**src/design/sslw_pkg.sv**
```systemverilog
`default_nettype none
// ----------------------------------------------------------------------------
// sslw_pkg - shared definitions for the servo slew limiter
// Codes, field widths, reset values, channel entry layout and sequencer states.
// ----------------------------------------------------------------------------
package sslw_pkg;

	// Parameter defaults
	localparam int CHANNELS_DEF   = 16;
	localparam int GROUP_SIZE_DEF = 4;

	// Field widths
	localparam int PULSE_W   = 12;
	localparam int COUNT_W   = 16;
	localparam int IDLE_W    = 17;
	localparam int CFG_IDX_W = 2;
	localparam int CFG_DAT_W = 16;

	// Input command codes
	localparam logic [1:0] CMD_SET_LIMITS = 2'd0;
	localparam logic [1:0] CMD_PULSE      = 2'd1;
	localparam logic [1:0] CMD_TICK       = 2'd2;

	// Result kinds
	localparam logic [1:0] EV_PULSE = 2'd0;
	localparam logic [1:0] EV_SETUP = 2'd1;
	localparam logic [1:0] EV_LIMP  = 2'd2;
	localparam logic [1:0] EV_BAD   = 2'd3;

	// Configuration register indexes
	localparam logic [CFG_IDX_W-1:0] REG_SLEW = 2'd0;
	localparam logic [CFG_IDX_W-1:0] REG_WDOG = 2'd1;

	// Reset values
	localparam logic [PULSE_W-1:0] SLEW_RST  = 12'd20;
	localparam logic [COUNT_W-1:0] WDOG_RST  = 16'd0;
	localparam logic [PULSE_W-1:0] LOW_RST   = 12'd500;
	localparam logic [PULSE_W-1:0] HIGH_RST  = 12'd2500;
	localparam logic [IDLE_W-1:0]  IDLE_MAX  = 17'h1ffff;
	localparam logic [COUNT_W-1:0] COUNT_MAX = 16'hffff;

	// One channel's stored state
	typedef struct packed {
		logic [PULSE_W-1:0] low;
		logic [PULSE_W-1:0] high;
		logic [PULSE_W-1:0] target;
		logic [PULSE_W-1:0] current;
		logic [COUNT_W-1:0] count;
	} entry_t;

	localparam entry_t ENTRY_RST = '{
		low:     LOW_RST,
		high:    HIGH_RST,
		target:  '0,
		current: '0,
		count:   '0
	};

	// Sequencer states
	typedef enum logic [2:0] {
		ST_IDLE,
		ST_CMD,
		ST_WALK,
		ST_ERR,
		ST_LIMP
	} state_t;

endpackage
`default_nettype wire

```
**src/design/servo_slew_limiter_watchdog.sv**
```systemverilog
`default_nettype none
// ----------------------------------------------------------------------------
// servo_slew_limiter_watchdog - multichannel servo slew limiter with watchdog
// Per-channel limits, targets, current pulses and at-limit counts live in one
// synchronous memory; a sequencer reads, updates and writes back one channel
// per cycle unless the output stalls, and walks armed channels on each tick.
// ----------------------------------------------------------------------------
//  channel  handshake              payload
//  -------  ---------------------  ---------------------------------------------
//  in       in_valid / in_ready    cmd, channel, pulse_us, min_limit_us,
//                                  max_limit_us
//  out      out_valid / out_ready  event_kind, out_channel, out_pulse_us,
//                                  limit_tick_count, tripped, last
//  cfg      cfg_valid / cfg_ready  cfg_index, cfg_data (always ready)
//
//  Set limits and pulse command: the accepted word is read, updated and written
//  back in ST_CMD. Tick: the walk steps from channel 0 up to the highest armed
//  one, one channel at a time; the single memory read port sets this.
//  Reset: no clearing pass; a valid bit per memory entry makes an unwritten
//  entry read as its reset value, so the block is ready right after reset.
//  A stalled output holds the sequencer in place; one result word may wait in
//  the output register while the next input word is accepted.
// ----------------------------------------------------------------------------
module servo_slew_limiter_watchdog #(
	parameter int CHANNELS   = sslw_pkg::CHANNELS_DEF,
	parameter int GROUP_SIZE = sslw_pkg::GROUP_SIZE_DEF
) (
	input  wire logic                           clk,
	input  wire logic                           arst_n,
	// input words
	input  wire logic                           in_valid,
	output logic                                in_ready,
	input  wire logic [1:0]                     cmd,
	input  wire logic [3:0]                     channel,
	input  wire logic [sslw_pkg::PULSE_W-1:0]   pulse_us,
	input  wire logic [sslw_pkg::PULSE_W-1:0]   min_limit_us,
	input  wire logic [sslw_pkg::PULSE_W-1:0]   max_limit_us,
	// result words
	output logic                                out_valid,
	input  wire logic                           out_ready,
	output logic [1:0]                          event_kind,
	output logic [3:0]                          out_channel,
	output logic [sslw_pkg::PULSE_W-1:0]        out_pulse_us,
	output logic [sslw_pkg::COUNT_W-1:0]        limit_tick_count,
	output logic                                tripped,
	output logic                                last,
	// configuration writes
	input  wire logic                           cfg_valid,
	output logic                                cfg_ready,
	input  wire logic [sslw_pkg::CFG_IDX_W-1:0] cfg_index,
	input  wire logic [sslw_pkg::CFG_DAT_W-1:0] cfg_data
);

	localparam int CW     = $clog2(CHANNELS);
	localparam int GROUPS = (CHANNELS + GROUP_SIZE - 1) / GROUP_SIZE;
	localparam int GW     = (GROUPS > 1) ? $clog2(GROUPS) : 1;
	localparam logic [4:0] CH_END = 5'(CHANNELS);

	// Registers
	sslw_pkg::state_t state_q, state_d;
	logic [1:0]                    cmd_q;
	logic [3:0]                    ch_q;
	logic [sslw_pkg::PULSE_W-1:0]  pulse_q, lo_q, hi_q;
	logic [sslw_pkg::PULSE_W-1:0]  slew_q;
	logic [sslw_pkg::COUNT_W-1:0]  wdog_q;
	logic [CHANNELS-1:0]           armed_q;
	logic                          any_armed_q;
	logic [GROUPS-1:0]             grp_rdy_q;
	logic [sslw_pkg::IDLE_W-1:0]   idle_q;
	logic                          trip_q;
	logic [CW-1:0]                 p_q;
	logic [CHANNELS-1:0]           ent_vld_q;
	logic                          out_valid_q;

	// Memory and its read register
	sslw_pkg::entry_t mem [CHANNELS];
	sslw_pkg::entry_t rdata_q;
	logic             rvld_q;

	// Combinational control
	logic                  in_fire, out_free, ch_bad;
	logic                  rd_en, wr_en;
	logic [CW-1:0]         rd_addr, wr_addr;
	sslw_pkg::entry_t      entry, wr_data;
	logic [sslw_pkg::IDLE_W-1:0] idle_inc;
	logic                  trip_now;
	logic [CW-1:0]         chi;
	logic [GW-1:0]         grp_idx;
	logic [3:0]            grp_base;
	logic                  need_setup, cmd_go;
	logic [CHANNELS-1:0]   above_mask;
	logic                  rest_armed, cur_armed, walk_go, walk_done;
	logic [sslw_pkg::PULSE_W-1:0] clamp_lo, clamp_v, set_lo, set_hi, cur_n;
	logic                  at_lim;
	logic [sslw_pkg::COUNT_W-1:0] cnt_n;
	logic                  out_load;
	logic [1:0]            ld_kind;
	logic [3:0]            ld_ch;
	logic [sslw_pkg::PULSE_W-1:0] ld_pulse;
	logic [sslw_pkg::COUNT_W-1:0] ld_cnt;
	logic                  ld_trip, ld_last;

	assign in_ready  = (state_q == sslw_pkg::ST_IDLE);
	assign cfg_ready = 1'b1;
	assign in_fire   = in_valid && in_ready;
	assign out_free  = !out_valid_q || out_ready;
	assign ch_bad    = ({1'b0, channel} >= CH_END);
	assign chi       = ch_q[CW-1:0];

	// Advance the idle count and check the watchdog for an incoming tick
	assign idle_inc = (idle_q == sslw_pkg::IDLE_MAX) ? idle_q : idle_q + 1'b1;
	assign trip_now = (wdog_q != '0) && (idle_inc > {1'b0, wdog_q});

	// Substitute reset values for entries never written
	assign entry = rvld_q ? rdata_q : sslw_pkg::ENTRY_RST;

	// Look up group index and group base of the latched channel
	always_comb begin
		grp_idx  = '0;
		grp_base = '0;
		for (int i = 0; i < CHANNELS; i++) begin
			if (chi == CW'(i)) begin
				grp_idx  = GW'(i / GROUP_SIZE);
				grp_base = 4'((i / GROUP_SIZE) * GROUP_SIZE);
			end
		end
	end

	// Clamp the command to the channel limits; order a set-limits pair
	always_comb begin
		clamp_lo = (pulse_q < entry.low) ? entry.low : pulse_q;
		clamp_v  = (clamp_lo > entry.high) ? entry.high : clamp_lo;
		set_lo   = (lo_q > hi_q) ? hi_q : lo_q;
		set_hi   = (lo_q > hi_q) ? lo_q : hi_q;
	end

	assign need_setup = !armed_q[chi] && !grp_rdy_q[grp_idx];

	// Move the walked channel toward its target and count time at a limit
	always_comb begin
		if (entry.target > entry.current) begin
			cur_n = (entry.target - entry.current > slew_q) ?
				entry.current + slew_q : entry.target;
		end else begin
			cur_n = (entry.current - entry.target > slew_q) ?
				entry.current - slew_q : entry.target;
		end
		at_lim = (cur_n <= entry.low) || (cur_n >= entry.high);
		cnt_n  = (at_lim && entry.count != sslw_pkg::COUNT_MAX) ?
			entry.count + 1'b1 : entry.count;
	end

	// Find whether any armed channel lies beyond the walk position
	always_comb begin
		for (int i = 0; i < CHANNELS; i++) begin
			above_mask[i] = (CW'(i) > p_q);
		end
	end
	assign rest_armed = |(armed_q & above_mask);
	assign cur_armed  = armed_q[p_q];
	assign walk_done  = !rest_armed;

	// Next state
	always_comb begin
		state_d = state_q;
		unique case (state_q) inside
			sslw_pkg::ST_IDLE: begin
				if (in_fire) begin
					if (cmd == sslw_pkg::CMD_SET_LIMITS || cmd == sslw_pkg::CMD_PULSE) begin
						state_d = ch_bad ? sslw_pkg::ST_ERR : sslw_pkg::ST_CMD;
					end else if (cmd == sslw_pkg::CMD_TICK && any_armed_q) begin
						state_d = trip_now ? sslw_pkg::ST_LIMP : sslw_pkg::ST_WALK;
					end
				end
			end
			sslw_pkg::ST_CMD: begin
				if (cmd_go) state_d = sslw_pkg::ST_IDLE;
			end
			sslw_pkg::ST_WALK: begin
				if (walk_go && walk_done) state_d = sslw_pkg::ST_IDLE;
			end
			sslw_pkg::ST_ERR, sslw_pkg::ST_LIMP: begin
				if (out_free) state_d = sslw_pkg::ST_IDLE;
			end
			default: state_d = sslw_pkg::ST_IDLE;
		endcase
	end

	// Sequencer outputs: memory access, result word, step strobes
	always_comb begin
		rd_en    = 1'b0;
		rd_addr  = p_q + 1'b1;
		wr_en    = 1'b0;
		wr_addr  = chi;
		wr_data  = entry;
		cmd_go   = 1'b0;
		walk_go  = 1'b0;
		out_load = 1'b0;
		ld_kind  = sslw_pkg::EV_PULSE;
		ld_ch    = '0;
		ld_pulse = '0;
		ld_cnt   = '0;
		ld_trip  = trip_q;
		ld_last  = 1'b1;
		unique case (state_q)
			sslw_pkg::ST_IDLE: begin
				if (in_fire && !ch_bad &&
					(cmd == sslw_pkg::CMD_SET_LIMITS || cmd == sslw_pkg::CMD_PULSE)) begin
					rd_en   = 1'b1;
					rd_addr = channel[CW-1:0];
				end else if (in_fire && cmd == sslw_pkg::CMD_TICK && any_armed_q &&
					!trip_now) begin
					rd_en   = 1'b1;
					rd_addr = '0;
				end
			end
			sslw_pkg::ST_CMD: begin
				if (cmd_q == sslw_pkg::CMD_SET_LIMITS) begin
					cmd_go       = 1'b1;
					wr_en        = 1'b1;
					wr_data.low  = set_lo;
					wr_data.high = set_hi;
				end else begin
					cmd_go = !need_setup || out_free;
					wr_en  = cmd_go;
					wr_data.target = clamp_v;
					if (!armed_q[chi]) wr_data.current = clamp_v;
					if (need_setup && out_free) begin
						out_load = 1'b1;
						ld_kind  = sslw_pkg::EV_SETUP;
						ld_ch    = grp_base;
						ld_trip  = 1'b0;
					end
				end
			end
			sslw_pkg::ST_WALK: begin
				walk_go = !cur_armed || out_free;
				wr_addr = p_q;
				if (cur_armed && out_free) begin
					wr_en           = 1'b1;
					wr_data.current = cur_n;
					wr_data.count   = cnt_n;
					out_load        = 1'b1;
					ld_kind         = sslw_pkg::EV_PULSE;
					ld_ch           = 4'(p_q);
					ld_pulse        = cur_n;
					ld_cnt          = cnt_n;
					ld_last         = walk_done;
				end
				if (walk_go && !walk_done) rd_en = 1'b1;
			end
			sslw_pkg::ST_ERR: begin
				if (out_free) begin
					out_load = 1'b1;
					ld_kind  = sslw_pkg::EV_BAD;
					ld_ch    = ch_q;
				end
			end
			sslw_pkg::ST_LIMP: begin
				if (out_free) begin
					out_load = 1'b1;
					ld_kind  = sslw_pkg::EV_LIMP;
				end
			end
			default: begin
			end
		endcase
	end

	// Hold sequencer state and channel flags
	always_ff @(posedge clk or negedge arst_n) begin
		if (!arst_n) begin
			state_q     <= sslw_pkg::ST_IDLE;
			slew_q      <= sslw_pkg::SLEW_RST;
			wdog_q      <= sslw_pkg::WDOG_RST;
			armed_q     <= '0;
			any_armed_q <= 1'b0;
			grp_rdy_q   <= '0;
			idle_q      <= '0;
			trip_q      <= 1'b0;
			p_q         <= '0;
			ent_vld_q   <= '0;
		end else begin
			state_q <= state_d;
			if (cfg_valid && cfg_ready) begin
				unique case (cfg_index)
					sslw_pkg::REG_SLEW: slew_q <= cfg_data[sslw_pkg::PULSE_W-1:0];
					sslw_pkg::REG_WDOG: wdog_q <= cfg_data;
					default: begin
					end
				endcase
			end
			// tick: count idle time, trip the watchdog or start the walk
			if (in_fire && cmd == sslw_pkg::CMD_TICK) begin
				idle_q <= idle_inc;
				p_q    <= '0;
				if (any_armed_q && trip_now) begin
					armed_q     <= '0;
					any_armed_q <= 1'b0;
					trip_q      <= 1'b1;
				end
			end
			// pulse command: arm the channel and restart the watchdog
			if (state_q == sslw_pkg::ST_CMD && cmd_go && cmd_q == sslw_pkg::CMD_PULSE) begin
				trip_q       <= 1'b0;
				idle_q       <= '0;
				armed_q[chi] <= 1'b1;
				any_armed_q  <= 1'b1;
				if (need_setup) grp_rdy_q[grp_idx] <= 1'b1;
			end
			if (walk_go && !walk_done) p_q <= p_q + 1'b1;
			if (wr_en) ent_vld_q[wr_addr] <= 1'b1;
		end
	end

	// Latch the accepted input word
	always_ff @(posedge clk) begin
		if (in_fire) begin
			cmd_q   <= cmd;
			ch_q    <= channel;
			pulse_q <= pulse_us;
			lo_q    <= min_limit_us;
			hi_q    <= max_limit_us;
		end
	end

	// Channel memory: one write port, one registered read port
	always_ff @(posedge clk) begin
		if (wr_en) mem[wr_addr] <= wr_data;
		if (rd_en) rdata_q <= mem[rd_addr];
	end

	always_ff @(posedge clk or negedge arst_n) begin
		if (!arst_n) begin
			rvld_q <= 1'b0;
		end else if (rd_en) begin
			rvld_q <= ent_vld_q[rd_addr];
		end
	end

	// Output register
	always_ff @(posedge clk or negedge arst_n) begin
		if (!arst_n) begin
			out_valid_q <= 1'b0;
		end else if (out_load) begin
			out_valid_q <= 1'b1;
		end else if (out_ready) begin
			out_valid_q <= 1'b0;
		end
	end

	always_ff @(posedge clk) begin
		if (out_load) begin
			event_kind       <= ld_kind;
			out_channel      <= ld_ch;
			out_pulse_us     <= ld_pulse;
			limit_tick_count <= ld_cnt;
			tripped          <= ld_trip;
			last             <= ld_last;
		end
	end

	assign out_valid = out_valid_q;

	// The summary flag tracks the per-channel armed bits
	a_any_armed: assert property (@(posedge clk) disable iff (!arst_n)
		any_armed_q == (|armed_q))
		else $error("any_armed out of step with armed bits");

	// A tripped watchdog leaves every channel disarmed
	a_trip_disarms: assert property (@(posedge clk) disable iff (!arst_n)
		trip_q |-> (armed_q == '0))
		else $error("channel armed while watchdog tripped");

	// A tick walk only runs with some channel armed
	a_walk_armed: assert property (@(posedge clk) disable iff (!arst_n)
		(state_q == sslw_pkg::ST_WALK) |-> any_armed_q)
		else $error("walk with no armed channel");

	// Each write-back during a walk emits exactly one pulse word
	a_walk_emit: assert property (@(posedge clk) disable iff (!arst_n)
		(state_q == sslw_pkg::ST_WALK && wr_en) |-> (out_load && wr_addr == p_q))
		else $error("walk write-back without pulse word");

	// A group setup marks the group ready for later commands
	a_grp_mark: assert property (@(posedge clk) disable iff (!arst_n)
		(state_q == sslw_pkg::ST_CMD && cmd_q == sslw_pkg::CMD_PULSE && cmd_go && need_setup)
		|=> grp_rdy_q[$past(grp_idx)])
		else $error("group setup not recorded");

endmodule
`default_nettype wire

```
**config.mk**
```make
export PLATFORM = sky130hd
export DESIGN_NAME = servo_slew_limiter_watchdog
export DESIGN_NICKNAME = d
export VERILOG_FILES = /design/src/design/sslw_pkg.sv /design/src/design/servo_slew_limiter_watchdog.sv
export SDC_FILE = /design/constraint.sdc
export NUM_CORES = 2
export LEC_CHECK = 0
export BUFFER_PORTS_ARGS = -buffer_cell sky130_fd_sc_hd__buf_2
export CORE_ASPECT_RATIO = 0.5
export CORE_MARGIN = 2
export CORE_UTILIZATION = 41
export DETAILED_ROUTE_END_ITERATION = 10
export GPL_TIMING_DRIVEN = 0
export SETUP_SLACK_MARGIN = 0.1
export SLEW_MARGIN = 20
export SYNTH_ARGS = -nofsm -noshare
export SYNTH_HDL_FRONTEND = slang
export SYNTH_SLANG_ARGS = --single-unit
```
**constraint.sdc**
```tcl
create_clock -name clk -period 13.6 [get_ports clk]
set_clock_uncertainty 0.05 [all_clocks]
set_input_delay 1.36 -clock clk [delete_from_list [all_inputs] [get_ports clk]]
set_output_delay 1.36 -clock clk [all_outputs]
set_load 0.03 [all_outputs]
```
==> results.cfg <==
[outcome]
status = completed

[setup_path]
slowest_stage = a211oi_1
cp_common_cell = a21oi_1
path_class = register to register
cp-end-kind = register
startpoint_type = register
critPathMaxStageDelay_ns = 0.93
path_max_fanout = 16
arrival_ns = 13.44
required_ns = 13.98

[placed_design]
numPortBuffers = 102
gp_congestion = 0.939
dp_hpwl_mm = 128

[cells_and_area]
final_nets = 5012
drive_gt1_frac = 0.131
area_growth_syn_to_layout_pct = 14.5
final_cell_mix = edfxtp_1, nand2_1, nand3_1
final_common_cell = edfxtp_1

[global_routing]
grt_pass1_vias = 37000
gr-usage-all-layers = 0.247
grt_max_degree = 64
grt_overflow = 0
antenna_found_initial = 10
grt_first_pass_wirelength_mm = 254

[floorplanning]
die_x_um = 527
rows = 95
core_area_um2 = 135000
die_h_um = 266
die_area_um2 = 140000
start_util = 0.416
io_pins = 104

[clock_tree]
cts_root_buffer = clkbuf_16
cts_buffers = 110
cts_hold_buf = 0
h-tree-depth = 3
cts_buffer_depth = 3
insertion_delay_ns = 0.77
post_cts_buffers = 0
cts-resized-gates = 0
cts_tree = built
cts_sinks = 1258
clk_pin_slew_worst_paths_ns = 0.07

[flow_run]
max_cap_violations = 0

[route]
drtAntennaViolNets = 0
drtPass1Iterations = 6
routed_wl_mm = 174
wl_per_cell_um = 26.0
routed-via-count = 38700
vias_per_cell = 5.78
first_iter_violations = 5241
post-route-drc-count = 0

[min_path]
hp-class = register to register

[synthesis]
synth-edff-count = 1166
async_flop_share = 0.0731
synth_warnings = 0
synthTopCellsByArea = edfxtp_1, nand2_1, mux2i_1, dfrtp_1, nand3_1
ys_seq_area_frac = 0.664
synth-seq-cells = 1258
avgSynthCellArea_um2 = 12.5
yosysTopAreaCell = edfxtp_1
syn_inst = 4508
synth_top_area_share = 0.623
syn_area_um2 = 56200
yosysUniqueCellTypes = 85
ys.flop_type = edfxtp_1
syn-num-nets = 4713

[sta]
tightest_slew_ns = 1.20
slew_headroom = 0.201
post-route-min-period_ns = 13.06
fmax_mhz = 76.6
drv_slew = 0
rsz0062_at_grt = false
hold_viol_final = 0
fin_tns_setup_ns = 0
setup_viol = 0
fin_crit_sh = 0.960
[logic make-up (layout without fill, tap and decap cells)]
group | Yosys count | in the layout | share of synthesized area
adders and majority gates | 143 | 143 | 0.0319
xor gates and xnor gates | 79 | 79 | 0.0123
other | 1 | 9 | 0.0000668
buffers and inverters | 357 | 748 | 0.0289
DFF | 1258 | 1258 | 0.664
muxes | 265 | 265 | 0.0502
and+or+nand+nor | 1858 | 1858 | 0.144
AOI/OAI and AO/OA | 547 | 547 | 0.0681
[synthesized netlist by cell type, types with 18 or more instances]
cell type,number
a21oi_1,104
buf_4,18
clkbuf_1,73
nand4_1,39
mux2i_1,232
dfrtp_1,90
ha_1,139
nor2_1,120
buf_2,152
o221ai_1,69
xor2_1,32
inv_1,101
nor2b_1,22
a32oi_1,67
nor3_1,32
edfxtp_1,1166
a21o_1,43
nand2b_1,23
and2_1,19
mux2_2,22
nand3_1,428
xnor2_1,47
nand2_1,1087
o21ai_0,118
[layout make-up]
class	instances	area [um2]
fillers	11900	70800
flip-flops and latches	1258	37300
multi-input cells	2893	17600
clock buffers	133	2850
well taps	1794	2240
repair buffers	187	1940
plain buffers	255	1240
clock inverters	71	689
inverters	102	383
diodes	8	20.0
[path summary, 6_finish.rpt]
path / cells after the start / from / to / slack [ns]
min: 1 / ent_vld_q[13]$_DFFE_PN0P_ / ent_vld_q[13]$_DFFE_PN0P_ / 0.42
max reg2reg: 37 / rvld_q$_DFFE_PN0P_ / mem[3][11]$_DFFE_PP_ / 0.54
max in group asynchronous: 2 / arst_n / slew_q[4]$_DFFE_PN1P_ / 12.39
min in group asynchronous: 1 / arst_n / idle_q[11]$_DFFE_PN0P_ / 0.43
max: 37 / rvld_q$_DFFE_PN0P_ / mem[3][11]$_DFFE_PP_ / 0.54
min reg2reg: 1 / ent_vld_q[13]$_DFFE_PN0P_ / ent_vld_q[13]$_DFFE_PN0P_ / 0.42
[state kept, by name, summed over array words and instances, names as in the netlist, 2 cells and up]
| signal | flops |
|---|---|
| mem | 1024 |
| rdata_q | 64 |
| idle_q | 17 |
| armed_q | 16 |
| ent_vld_q | 16 |
| limit_tick_count | 16 |
| wdog_q | 16 |
| hi_q | 12 |
| lo_q | 12 |
| out_pulse_us | 12 |
| pulse_q | 12 |
| slew_q | 12 |
| ch_q | 4 |
| grp_rdy_q | 4 |
| out_channel | 4 |
| p_q | 4 |
| state_q | 3 |
| cmd_q | 2 |
| event_kind | 2 |
[critical path: cells and delay by family (launching register included)]
| kind | cells | cell delay [ns] |
|---|---|---|
| xor gates and xnor gates | 1 | 0.18 |
| buffers and inverters | 9 | 4.15 |
| DFF | 1 | 0.77 |
| and+or+nand+nor | 6 | 1.16 |
| adders and majority gates | 3 | 0.82 |
| AOI/OAI and AO/OA | 18 | 5.50 |
[routing by layer]
metal	routed length, um	vias up	track usage	part of all wire
li1	-	17200	-	-
met1	76800	19400	0.362	0.44
met2	75400	1915	0.370	0.43
met3	17400	265	0.0541	0.10
met4	4550	0	0.0630	0.026
met5	0	-	0	0
[stage by stage]
| stage | hold slack (ns) | instances | util | setup slack, ns | area [um2] |
|---|---|---|---|---|---|
| after floorplan | 0.383 | 4508 | - | 5.96 | 56200 |
| after global placement | 0.396 | 6404 | 0.436 | 0.854 | 58900 |
| after detailed placement | 0.401 | 6488 | 0.449 | 0.878 | 60700 |
| after CTS | 0.394 | 6692 | 0.475 | 0.800 | 64200 |
| after global routing | 0.412 | 6693 | 0.476 | 0.238 | 64300 |
| final | 0.419 | 6701 | 0.476 | 0.543 | 64300 |
Power is not shown: default switching activity piles up to over one toggle a cycle in this logic, so the estimate is an artifact.
